$ cat config.mk
export PLATFORM = sky130hd
export DESIGN_NAME = packet_loss_jitter_monitor
export DESIGN_NICKNAME = d
export VERILOG_FILES = /design/src/rtl/plj_pkg.sv /design/src/rtl/plj_div.sv /design/src/rtl/packet_loss_jitter_monitor.sv
export VERILOG_INCLUDE_DIRS = /design/src /design/src/rtl
export SDC_FILE = /design/constraint.sdc
export NUM_CORES = 2
export LEC_CHECK = 0
export BUFFER_PORTS_ARGS = -buffer_cell sky130_fd_sc_hd__buf_2
export CAP_MARGIN = 25
export CORE_AREA = 2 2 280 282
export CTS_CLUSTER_SIZE = 10
export DETAILED_ROUTE_END_ITERATION = 10
export DIE_AREA = 0 0 282 284
export PLACE_DENSITY = 0.84
export SETUP_SLACK_MARGIN = 0.2
export SLEW_MARGIN = 20
export SYNTH_ARGS = -nofsm -noshare
export SYNTH_HDL_FRONTEND = slang
export SYNTH_HIERARCHICAL = 1
export SYNTH_SLANG_ARGS = --single-unit
$ cat constraint.sdc
create_clock -name i_clk -period 34.4 [get_ports i_clk]
set_input_delay 8.6 -clock i_clk [delete_from_list [all_inputs] [get_ports i_clk]]
set_output_delay 8.6 -clock i_clk [all_outputs]
set_load 0.1 [all_outputs]
$ cat src/rtl/packet_loss_jitter_monitor_macros.svh
// ----------------------------------------------------------------------------
// packet_loss_jitter_monitor_macros.svh
// Assertion helper macros shared by the packet loss / jitter monitor RTL.
// ----------------------------------------------------------------------------
`ifndef PACKET_LOSS_JITTER_MONITOR_MACROS_SVH
`define PACKET_LOSS_JITTER_MONITOR_MACROS_SVH

// Same-cycle implication, disabled while reset is asserted
`define PLJ_ASSERT_IMP(label, clk, rst_n, ante, cons) \
    label: assert property (@(posedge clk) disable iff (!rst_n) (ante) |-> (cons)) \
        else $error("plj assertion failed");

// Next-cycle implication, disabled while reset is asserted
`define PLJ_ASSERT_NXT(label, clk, rst_n, ante, cons) \
    label: assert property (@(posedge clk) disable iff (!rst_n) (ante) |=> (cons)) \
        else $error("plj assertion failed");

`endif

$ cat src/rtl/plj_pkg.sv
// ----------------------------------------------------------------------------
// plj_pkg
// Types and constants for the packet loss / jitter monitor.
// ----------------------------------------------------------------------------
`default_nettype none

package plj_pkg;

    // Divider geometry: two quotient bits per cycle
    localparam int DIV_W     = 52;
    localparam int DVSR_W    = 32;
    localparam int DIV_STEPS = DIV_W / 2;
    localparam int CNT_W     = $clog2(DIV_STEPS);

    // Configuration register indexes
    localparam int CFG_IDX_W = 1;
    localparam logic [CFG_IDX_W-1:0] REG_PACKAGE_SIZE = 1'd0;
    localparam logic [CFG_IDX_W-1:0] REG_MAX_SEQUENCE = 1'd1;

    localparam logic [15:0] PACKAGE_SIZE_RST = 16'd1024;

    // Jitter saturation bounds (signed Q.16, 48 bits)
    localparam logic signed [47:0] JIT_MAX = 48'sh7FFF_FFFF_FFFF;
    localparam logic signed [47:0] JIT_MIN = 48'sh8000_0000_0000;

    typedef struct packed {
        logic [31:0] seq_number;
        logic [31:0] elapsed_ms;
    } t_in_item;

    typedef struct packed {
        logic [63:0]        byte_total;
        logic [31:0]        last_seq;
        logic [31:0]        lost_total;
        logic signed [47:0] jitter_value;
        logic               in_order;
        logic               session_end;
    } t_out_item;

    typedef struct packed {
        logic              start;
        logic [DIV_W-1:0]  dividend;
        logic [DVSR_W-1:0] divisor;
    } t_div_req;

    typedef struct packed {
        logic             busy;
        logic             done;
        logic [DIV_W-1:0] quotient;
        logic             rem_nz;
    } t_div_rsp;

endpackage

`default_nettype wire

$ cat src/rtl/plj_div.sv
// ----------------------------------------------------------------------------
// plj_div
// Shared unsigned restoring divider, two quotient bits per cycle.
// ----------------------------------------------------------------------------
`default_nettype none
`include "packet_loss_jitter_monitor_macros.svh"

module plj_div (
    input  wire logic              i_clk,
    input  wire logic              i_rst_n,
    input  wire plj_pkg::t_div_req i_req,
    output plj_pkg::t_div_rsp      o_rsp
);

    logic [plj_pkg::DVSR_W-1:0] r_rem;
    logic [plj_pkg::DIV_W-1:0]  r_quo;
    logic [plj_pkg::DVSR_W-1:0] r_dvsr;
    logic [plj_pkg::CNT_W-1:0]  r_cnt;
    logic                       r_busy;
    logic                       r_done;

    logic [plj_pkg::DVSR_W:0]   w_t1, w_t2;
    logic                       w_ge1, w_ge2;
    logic [plj_pkg::DVSR_W-1:0] w_rem1, w_rem2;
    logic                       w_last;

    // Two dependent compare/subtract steps
    always_comb begin
        w_t1   = {r_rem, r_quo[plj_pkg::DIV_W-1]};
        w_ge1  = (w_t1 >= {1'b0, r_dvsr});
        w_rem1 = w_ge1 ? plj_pkg::DVSR_W'(w_t1 - {1'b0, r_dvsr})
                       : plj_pkg::DVSR_W'(w_t1);
        w_t2   = {w_rem1, r_quo[plj_pkg::DIV_W-2]};
        w_ge2  = (w_t2 >= {1'b0, r_dvsr});
        w_rem2 = w_ge2 ? plj_pkg::DVSR_W'(w_t2 - {1'b0, r_dvsr})
                       : plj_pkg::DVSR_W'(w_t2);
    end

    assign w_last = (r_cnt == plj_pkg::CNT_W'(plj_pkg::DIV_STEPS - 1));

    // Control
    always_ff @(posedge i_clk) begin
        if (!i_rst_n) begin
            r_busy <= 1'b0;
            r_done <= 1'b0;
            r_cnt  <= '0;
        end else begin
            r_done <= 1'b0;
            if (i_req.start) begin
                r_busy <= 1'b1;
                r_cnt  <= '0;
            end else if (r_busy) begin
                r_cnt <= r_cnt + plj_pkg::CNT_W'(1);
                if (w_last) begin
                    r_busy <= 1'b0;
                    r_done <= 1'b1;
                end
            end
        end
    end

    // Datapath
    always_ff @(posedge i_clk) begin
        if (i_req.start) begin
            r_quo  <= i_req.dividend;
            r_rem  <= '0;
            r_dvsr <= i_req.divisor;
        end else if (r_busy) begin
            r_quo <= {r_quo[plj_pkg::DIV_W-3:0], w_ge1, w_ge2};
            r_rem <= w_rem2;
        end
    end

    assign o_rsp.busy     = r_busy;
    assign o_rsp.done     = r_done;
    assign o_rsp.quotient = r_quo;
    assign o_rsp.rem_nz   = |r_rem;

    `PLJ_ASSERT_IMP(a_no_restart, i_clk, i_rst_n, i_req.start, !r_busy)
    `PLJ_ASSERT_NXT(a_done_after_last, i_clk, i_rst_n, r_busy && w_last && !i_req.start, r_done)
    `PLJ_ASSERT_IMP(a_done_not_busy, i_clk, i_rst_n, r_done, !r_busy)

endmodule

`default_nettype wire

$ cat src/rtl/packet_loss_jitter_monitor.sv
// ----------------------------------------------------------------------------
// packet_loss_jitter_monitor
// Byte total, sequence loss count and running jitter per received packet.
// ----------------------------------------------------------------------------
//  channel   direction  handshake                  payload
//  in        input      i_in_valid / o_in_ready    i_in_data  (t_in_item)
//  out       output     o_out_valid / i_out_ready  o_out_data (t_out_item)
//  cfg       input      i_cfg_we                   i_cfg_index, i_cfg_data
//
//  An in-order packet is handled by two passes through the shared
//  2-bit-per-cycle divider (26 iterations each) and eight sequencer
//  steps. A skipped packet goes from UPD straight to PUB.
//  One packet is in flight at a time.
//  Reset is synchronous, active low; it clears all running state.
//  A result waits in the output register; the next packet may be taken
//  meanwhile, but it is published only after that result is transferred.
// ----------------------------------------------------------------------------
`default_nettype none
`include "packet_loss_jitter_monitor_macros.svh"

module packet_loss_jitter_monitor (
    input  wire logic                         i_clk,
    input  wire logic                         i_rst_n,
    input  wire logic                         i_in_valid,
    output logic                              o_in_ready,
    input  wire plj_pkg::t_in_item            i_in_data,
    output logic                              o_out_valid,
    input  wire logic                         i_out_ready,
    output plj_pkg::t_out_item                o_out_data,
    input  wire logic                         i_cfg_we,
    input  wire logic [plj_pkg::CFG_IDX_W-1:0] i_cfg_index,
    input  wire logic [31:0]                  i_cfg_data
);

    localparam logic [3:0] ST_IDLE  = 4'd0;
    localparam logic [3:0] ST_UPD   = 4'd1;
    localparam logic [3:0] ST_NCALC = 4'd2;
    localparam logic [3:0] ST_D1S   = 4'd3;
    localparam logic [3:0] ST_D1W   = 4'd4;
    localparam logic [3:0] ST_XJ    = 4'd5;
    localparam logic [3:0] ST_D2S   = 4'd6;
    localparam logic [3:0] ST_D2W   = 4'd7;
    localparam logic [3:0] ST_ADD   = 4'd8;
    localparam logic [3:0] ST_PUB   = 4'd9;

    logic [3:0]  r_state, n_state;

    logic [15:0] r_pkg_size;
    logic [31:0] r_max_seq;

    logic [31:0]        r_seq, r_time, r_n;
    logic [31:0]        r_prev_seq, r_lost, r_prev_time;
    logic [63:0]        r_bytes;
    logic signed [47:0] r_jitter;
    logic signed [51:0] r_acc;
    logic               r_hit, r_neg;
    logic               r_out_valid;

    plj_pkg::t_div_req w_req;
    plj_pkg::t_div_rsp w_rsp;

    logic               w_in_acc, w_can_pub;
    logic signed [32:0] w_d;
    logic signed [51:0] w_x;
    logic [51:0]        w_mag, w_q_mag;
    logic signed [52:0] w_sum;
    logic signed [47:0] w_sat;

    assign o_in_ready = (r_state == ST_IDLE);
    assign w_in_acc   = i_in_valid && o_in_ready;
    assign w_can_pub  = !r_out_valid || i_out_ready;

    // Arithmetic around the divider
    always_comb begin
        w_d     = $signed({1'b0, r_time}) - $signed({1'b0, r_prev_time});
        w_x     = $signed({{3{w_d[32]}}, w_d, 16'd0}) - $signed(w_rsp.quotient);
        w_mag   = r_acc[51] ? 52'(-r_acc) : 52'(r_acc);
        w_q_mag = w_rsp.quotient + {51'd0, w_rsp.rem_nz};
        w_sum   = $signed({{5{r_jitter[47]}}, r_jitter}) + $signed({r_acc[51], r_acc});
        if (w_sum[52:47] == 6'b000000 || w_sum[52:47] == 6'b111111) begin
            w_sat = w_sum[47:0];
        end else begin
            w_sat = w_sum[52] ? plj_pkg::JIT_MIN : plj_pkg::JIT_MAX;
        end
    end

    // Divider requests: t*65536/n first, then |a|/n
    always_comb begin
        w_req.start    = ((r_state == ST_D1S) && (r_n != 32'd0)) || (r_state == ST_D2S);
        w_req.dividend = (r_state == ST_D1S) ? {4'd0, r_time, 16'd0} : w_mag;
        w_req.divisor  = r_n;
    end

    plj_div u_div (
        .i_clk   (i_clk),
        .i_rst_n (i_rst_n),
        .i_req   (w_req),
        .o_rsp   (w_rsp)
    );

    // Sequencer
    always_comb begin
        n_state = r_state;
        unique case (r_state)
            ST_IDLE:  if (w_in_acc) n_state = ST_UPD;
            ST_UPD:   n_state = r_hit ? ST_NCALC : ST_PUB;
            ST_NCALC: n_state = ST_D1S;
            ST_D1S:   n_state = (r_n != 32'd0) ? ST_D1W : ST_PUB;
            ST_D1W:   if (w_rsp.done) n_state = ST_XJ;
            ST_XJ:    n_state = ST_D2S;
            ST_D2S:   n_state = ST_D2W;
            ST_D2W:   if (w_rsp.done) n_state = ST_ADD;
            ST_ADD:   n_state = ST_PUB;
            ST_PUB:   if (w_can_pub) n_state = ST_IDLE;
            default:  n_state = ST_IDLE;
        endcase
    end

    // Control, configuration and running state
    always_ff @(posedge i_clk) begin
        if (!i_rst_n) begin
            r_state     <= ST_IDLE;
            r_out_valid <= 1'b0;
            r_pkg_size  <= plj_pkg::PACKAGE_SIZE_RST;
            r_max_seq   <= '0;
            r_prev_seq  <= '0;
            r_lost      <= '0;
            r_jitter    <= '0;
            r_prev_time <= '0;
            r_bytes     <= '0;
        end else begin
            r_state <= n_state;

            if (i_cfg_we) begin
                unique case (i_cfg_index)
                    plj_pkg::REG_PACKAGE_SIZE: r_pkg_size <= i_cfg_data[15:0];
                    plj_pkg::REG_MAX_SEQUENCE: r_max_seq  <= i_cfg_data;
                    default: ;
                endcase
            end

            if (w_in_acc) begin
                r_bytes <= r_bytes + {48'd0, r_pkg_size};
            end

            // Gap accounting on an in-order packet
            if (r_state == ST_UPD && r_hit) begin
                r_lost     <= r_lost + (r_seq - r_prev_seq - 32'd1);
                r_prev_seq <= r_seq;
            end

            if (r_state == ST_D1S && r_n == 32'd0) begin
                r_prev_time <= r_time;
            end

            if (r_state == ST_ADD) begin
                r_jitter    <= w_sat;
                r_prev_time <= r_time;
            end

            // Output register
            if (r_state == ST_PUB && w_can_pub) begin
                r_out_valid <= 1'b1;
            end else if (i_out_ready) begin
                r_out_valid <= 1'b0;
            end
        end
    end

    // Working registers
    always_ff @(posedge i_clk) begin
        if (w_in_acc) begin
            r_seq  <= i_in_data.seq_number;
            r_time <= i_in_data.elapsed_ms;
            r_hit  <= (i_in_data.seq_number > r_prev_seq);
        end
        if (r_state == ST_NCALC) begin
            r_n <= r_seq - r_lost;
        end
        if (r_state == ST_D1W && w_rsp.done) begin
            r_acc <= w_x;
        end
        if (r_state == ST_XJ) begin
            r_acc <= r_acc - $signed({{4{r_jitter[47]}}, r_jitter});
        end
        if (r_state == ST_D2S) begin
            r_neg <= r_acc[51];
        end
        // Floor division: a negative dividend rounds away from zero
        if (r_state == ST_D2W && w_rsp.done) begin
            r_acc <= r_neg ? -$signed(w_q_mag) : $signed(w_rsp.quotient);
        end
        if (r_state == ST_PUB && w_can_pub) begin
            o_out_data.byte_total   <= r_bytes;
            o_out_data.last_seq     <= r_prev_seq;
            o_out_data.lost_total   <= r_lost;
            o_out_data.jitter_value <= r_jitter;
            o_out_data.in_order     <= r_hit;
            o_out_data.session_end  <= r_hit && (r_max_seq != 32'd0) && (r_seq == r_max_seq);
        end
    end

    assign o_out_valid = r_out_valid;

    `PLJ_ASSERT_IMP(a_idle_div_free, i_clk, i_rst_n, w_in_acc, !w_rsp.busy)
    `PLJ_ASSERT_IMP(a_start_state, i_clk, i_rst_n, w_req.start, (r_state == ST_D1S) || (r_state == ST_D2S))
    `PLJ_ASSERT_IMP(a_done_state, i_clk, i_rst_n, w_rsp.done, (r_state == ST_D1W) || (r_state == ST_D2W))

endmodule

`default_nettype wire

# Word-level counts from Yosys, hierarchy flattened
# Index checks and enable logic that the tools add are counted.
# op_classes
n_div,0
n_addsub,15
eq_ne,16
n_mul,0
order_cmp,3
reduce_logical,28
n_mux,27
n_bitwise,3
shift,0
# op_table
operator,count
two-way mux 52 bit,8
two-way mux 32 bit,4
subtractor 32 bit,4
negator 52 bit,2
two-way mux 48 bit,2
greater-or-equal comparator 33 x 32 -> 1 bit,2
adder 64 x 16 -> 64 bit,1
nonzero test 32 bit,2
adder 48 x 52 -> 53 bit,1
adder 52 x 1 -> 52 bit,1
subtractor 49 x 52 -> 52 bit,1
subtractor 52 x 48 -> 52 bit,1
case mux 4 bit (10 select lines),1
subtractor 32 x 32 -> 33 bit,1
adder 32 bit,1
== test 32 bit,1
> comparator 32 bit,1
logical NOT 32 bit,1
OR reduction 32 bit,1
subtractor 32 x 1 -> 32 bit (second input constant),1
two-way mux 4 bit,6
== test 4 x 3 -> 1 bit (second input constant),4
logical AND 1 bit,9
== test 4 x 2 -> 1 bit (second input constant),2
19 further kinds,34
# word_totals
output_inout_bits,180
register_bits,712
latchBits,0
inputBits,102
ram_bits,0
elab_cells,119
romBits,0
n_memories,0

# Depth between registers and ports, before layout
# depth
depth_word,5
depth_mapped,28
depth_no_buf,25

# Hierarchy
# Netlist, hierarchy kept.
# modules_own_cells
module,n_inst,seq_area_each_um2,cells_per_inst,area_per_inst_um2
packet_loss_jitter_monitor,1,15074.5,4585,40965.5
plj_div,1,3303.2,937,8903.5

# Worst setup path before layout
# OpenSTA, ideal clock, no wires.
# synth_timing
path_type,input to register
start,in i_out_ready
end,reg o_out_data[0] (netlist name) (enable)
t_arrival_ns,16.535
path_stages,2
path_slack_ns,17.128
n_path_buf,0
setup_ns,0.737
t_required_ns,33.663
path_cell_list,nand2b_1 > nor2b_1
# synth_between
elab_chain_cells,2
# synth_rtl
element,line,source
from (decl),packet_loss_jitter_monitor.sv:28,"input wire logic i_out_ready,"
logical OR 1 bit,packet_loss_jitter_monitor.sv:71,assign w_can_pub = !r_out_valid || i_out_ready;
logical AND 1 bit,packet_loss_jitter_monitor.sv:193,if (r_state == ST_PUB && w_can_pub) begin
to (decl),packet_loss_jitter_monitor.sv:29,"output plj_pkg::t_out_item o_out_data,"
# Every way passes these cells.
# A chain may end at the register's enable or synchronous reset.

# Worst setup path after layout
# layout_timing
start,in i_in_data[33] (netlist name)
end,reg r_hit (data pin)
# layout_between
elab_chain_cells,1
# layout_rtl
element,line,source
from (decl),packet_loss_jitter_monitor.sv:26,"input wire plj_pkg::t_in_item i_in_data,"
> comparator 32 bit,packet_loss_jitter_monitor.sv:175,r_hit <= (i_in_data.seq_number > r_prev_seq);
to (signal assigned),packet_loss_jitter_monitor.sv:175,
to (decl),packet_loss_jitter_monitor.sv:56,"logic r_hit, r_neg;"
# Every way passes these cells.

==> results by group <==
Worst setup path
  • Critical path class: primary input to flip-flop
  • Critical path launch point type: primary input
  • Critical Path AT: 11140 ps
  • Reg2reg path depth: 21
  • RR Endpoint: u_div/r_quo[0]$_DFFE_PP_
  • Critical path buffer and inverter count: 1
  • Crit-path slowest cell: a221o_1
  • Reg-to-Reg Start: u_div/r_dvsr[28]$_DFFE_PP_
  • Crit path max fanout: 2
  • WP data required: 34810 ps
  • Crit-path max cell delay: 340 ps
  • Crit. Startpoint: i_in_data[33]
  • Largest delay contributor family on the critical path: compound AO/OA/AOI/OAI gates
  • Most frequent CP cell: o21a_1
  • Crit path capture: r_hit$_DFFE_PP_
  • Reg2reg setup slack: 27360 ps
  • Setup crit end kind: flip-flop
  • Cell chain of the critical path: buf_2 > ha_1 > nor2b_1 > o21a_1 > o21a_1 > o21a_1 > o21a_1 > o21a_1 > o21a_1 > o21ai_0 > o211ai_1 > a221o_1 > a221oi_1 > a41oi_1
  • Crit path depth: 14

Die
  • Site Rows: 102
  • Die Y: 284 um
  • Die ar.: 0.08009 mm^2
  • IO Count: 282
  • Die width: 282 um
  • Initial Util: 64.79%
  • Core Region: 0.07696 mm^2

Place
  • GPL Wtd Cong: 0.9736
  • HPWL Detailed: 104200 um
  • IO buf count: 281
  • Placed insts: 6648

GRT
  • Total gr overflow: 0
  • Vias in the first global route: 40930
  • Gr usage total: 34.55%
  • Largest net degree at the start of global routing: 117
  • First-pass GRT wire length: 220700 um
  • Antenna violations before repair: 8

Final layout
  • Final Core Density: 71.18%
  • Cell Count, Final, Fillers Out: 6815
  • Share of cells above drive strength 1: 10.88%
  • Area grow syn2layout: 9.859%
  • Total Nets Final: 6253

Min path
  • Worst min-delay path class: flip-flop to flip-flop
  • Worst hold start: r_lost[13]$_SDFFE_PN0P_

Synthesis
  • Syn Std Cell Area: 0.04986 mm^2
  • Cell count after synthesis: 5521
  • Mean Syn Cell Area: 9.031 um^2
  • Synthesized Nets: 6074
  • Synth warn: 6

Timing
  • Setup TNS: 0 ps
  • Final min period: 10730 ps
  • Final Hold Vio Count: 0
  • Fin crit share: 31.19%
  • Worst Max-Slew Pin Slew: 990.9 ps
  • Max Freq: 0.09320 GHz
  • Final hold slack: 435.0 ps
  • Fin. max-slew vios: 0
  • Post-Route Skew: 41.87 ps
  • RSZ-0062 raised after global routing: no
  • Slew HR: 33.33%
  • Final setup viols: 0

Clocking
  • Clock Pin Slew Worst Setup and Hold Paths: 60 ps
  • H-tree lvl count: 3
  • Root buffer cell: clkbuf_16
  • CTS tree: yes
  • Cts hold-fix bufs: 0
  • Cts bufs inserted: 86
  • Skew-Pair Late Insertion Delay: 680 ps
  • Post-CTS setup buffers: 0
  • Clk sinks: 712
  • Post_cts resized: 0
  • Bufs on Longest Clock Path: 3

Power and ir drop
  • NetSw: 1953 uW
  • Max rail drop VDD: 0.05527 mV
  • Flop pwr share: 26.7%
  • P_int: 2551 uW
  • Clock power share: 19.7%
  • Combinational share of power: 53.6%
  • Switch share: 43.36%
  • PD cells: 82.21 mW/mm^2
  • Lkg Pwr: 0.02201 uW

Detailed routing
  • DR pass1 iterations: 6
  • DRT antenna net count: 0
  • DRC: 0
  • Post-DR vias/cell: 6.291
  • Via Count: 42870
  • Initial DRC count: 3815
  • Drt total wl: 141500 um
  • WL/cell: 20.77 um

Run status
  • Status: finished, final reports clean

Job
  • Max Cap Viol: 0
[state kept, by name, summed over array words and instances (netlist names), 48 cells and up]
signal	count
o_out_data	178
r_acc	52
r_jitter	48
u_div/r_quo	52
r_bytes	64
[worst min-delay path by stage]
stage / end / slack, ps / cells after the start
floorplan: o_out_data[63]$_DFFE_PP_ / 410 / 0
global placement: o_out_data[63]$_DFFE_PP_ / 420 / 0
detailed placement: o_out_data[63]$_DFFE_PP_ / 420 / 0
CTS: o_out_data[63]$_DFFE_PP_ / 430 / 0
global route: o_out_data[63]$_DFFE_PP_ / 430 / 0
finish: o_out_data[63]$_DFFE_PP_ / 430 / 0
[cell usage in the layout, fill, tap and decap left out, types with 55 or more instances in the layout]
master and count:
a211oi_1 81, a21boi_0 128, a21o_1 133, a21oi_1 388, buf_2 281, clkbuf_16 89, dfxtp_1 299, edfxtp_1 412
ha_1 412, inv_1 454, nand2_1 595, nand2b_1 55, nand3_1 90, nand4_1 59, nor2_1 381, nor2b_1 57
nor3_1 67, o21a_1 57, o21ai_0 310, o21bai_1 58, xnor2_1 258, xor2_1 191
[power by group through the flow]
stage	Sequential, uW	Clock, uW	Combinational, uW
6_report	1200	889	2410
5_1_grt	1210	929	2650
4_1_cts	1190	896	2360
3_5_place_dp	1210	0	2330
3_3_place_gp	1210	0	2270
2_1_floorplan	1190	0	1830
[per-layer routing]
layer / routed length, um / vias up / GRT usage, %
li1: - / 20070 / -
met1: 56850 / 20460 / 44.64
met2: 65870 / 1956 / 56.14
met3: 13000 / 394 / 7.188
met4: 5810 / 2 / 14.47
met5: 19 / - / 0
[layout make-up]
type,instances,area (um^2)
multi-input combinational,4123,28850
fill,5798,22180
sequential,712,18380
clock buffer,145,2507
timing repair buffer,320,1763
inverter,457,1717
tap,1040,1301
clock inverter,14,251.5
antenna,4,10.01
[per-stage QoR]
stage / worst slack (ps) / total power, uW / instance area, um^2
detailed placement: 22990 / 3539 / 51920
floorplan: 17130 / 3023 / 49860
CTS: 23690 / 4446 / 54680
global placement: 23040 / 3478 / 51900
finish: 23670 / 4503 / 54780
global route: 23530 / 4790 / 54780
(Power assumes the default switching activity.)
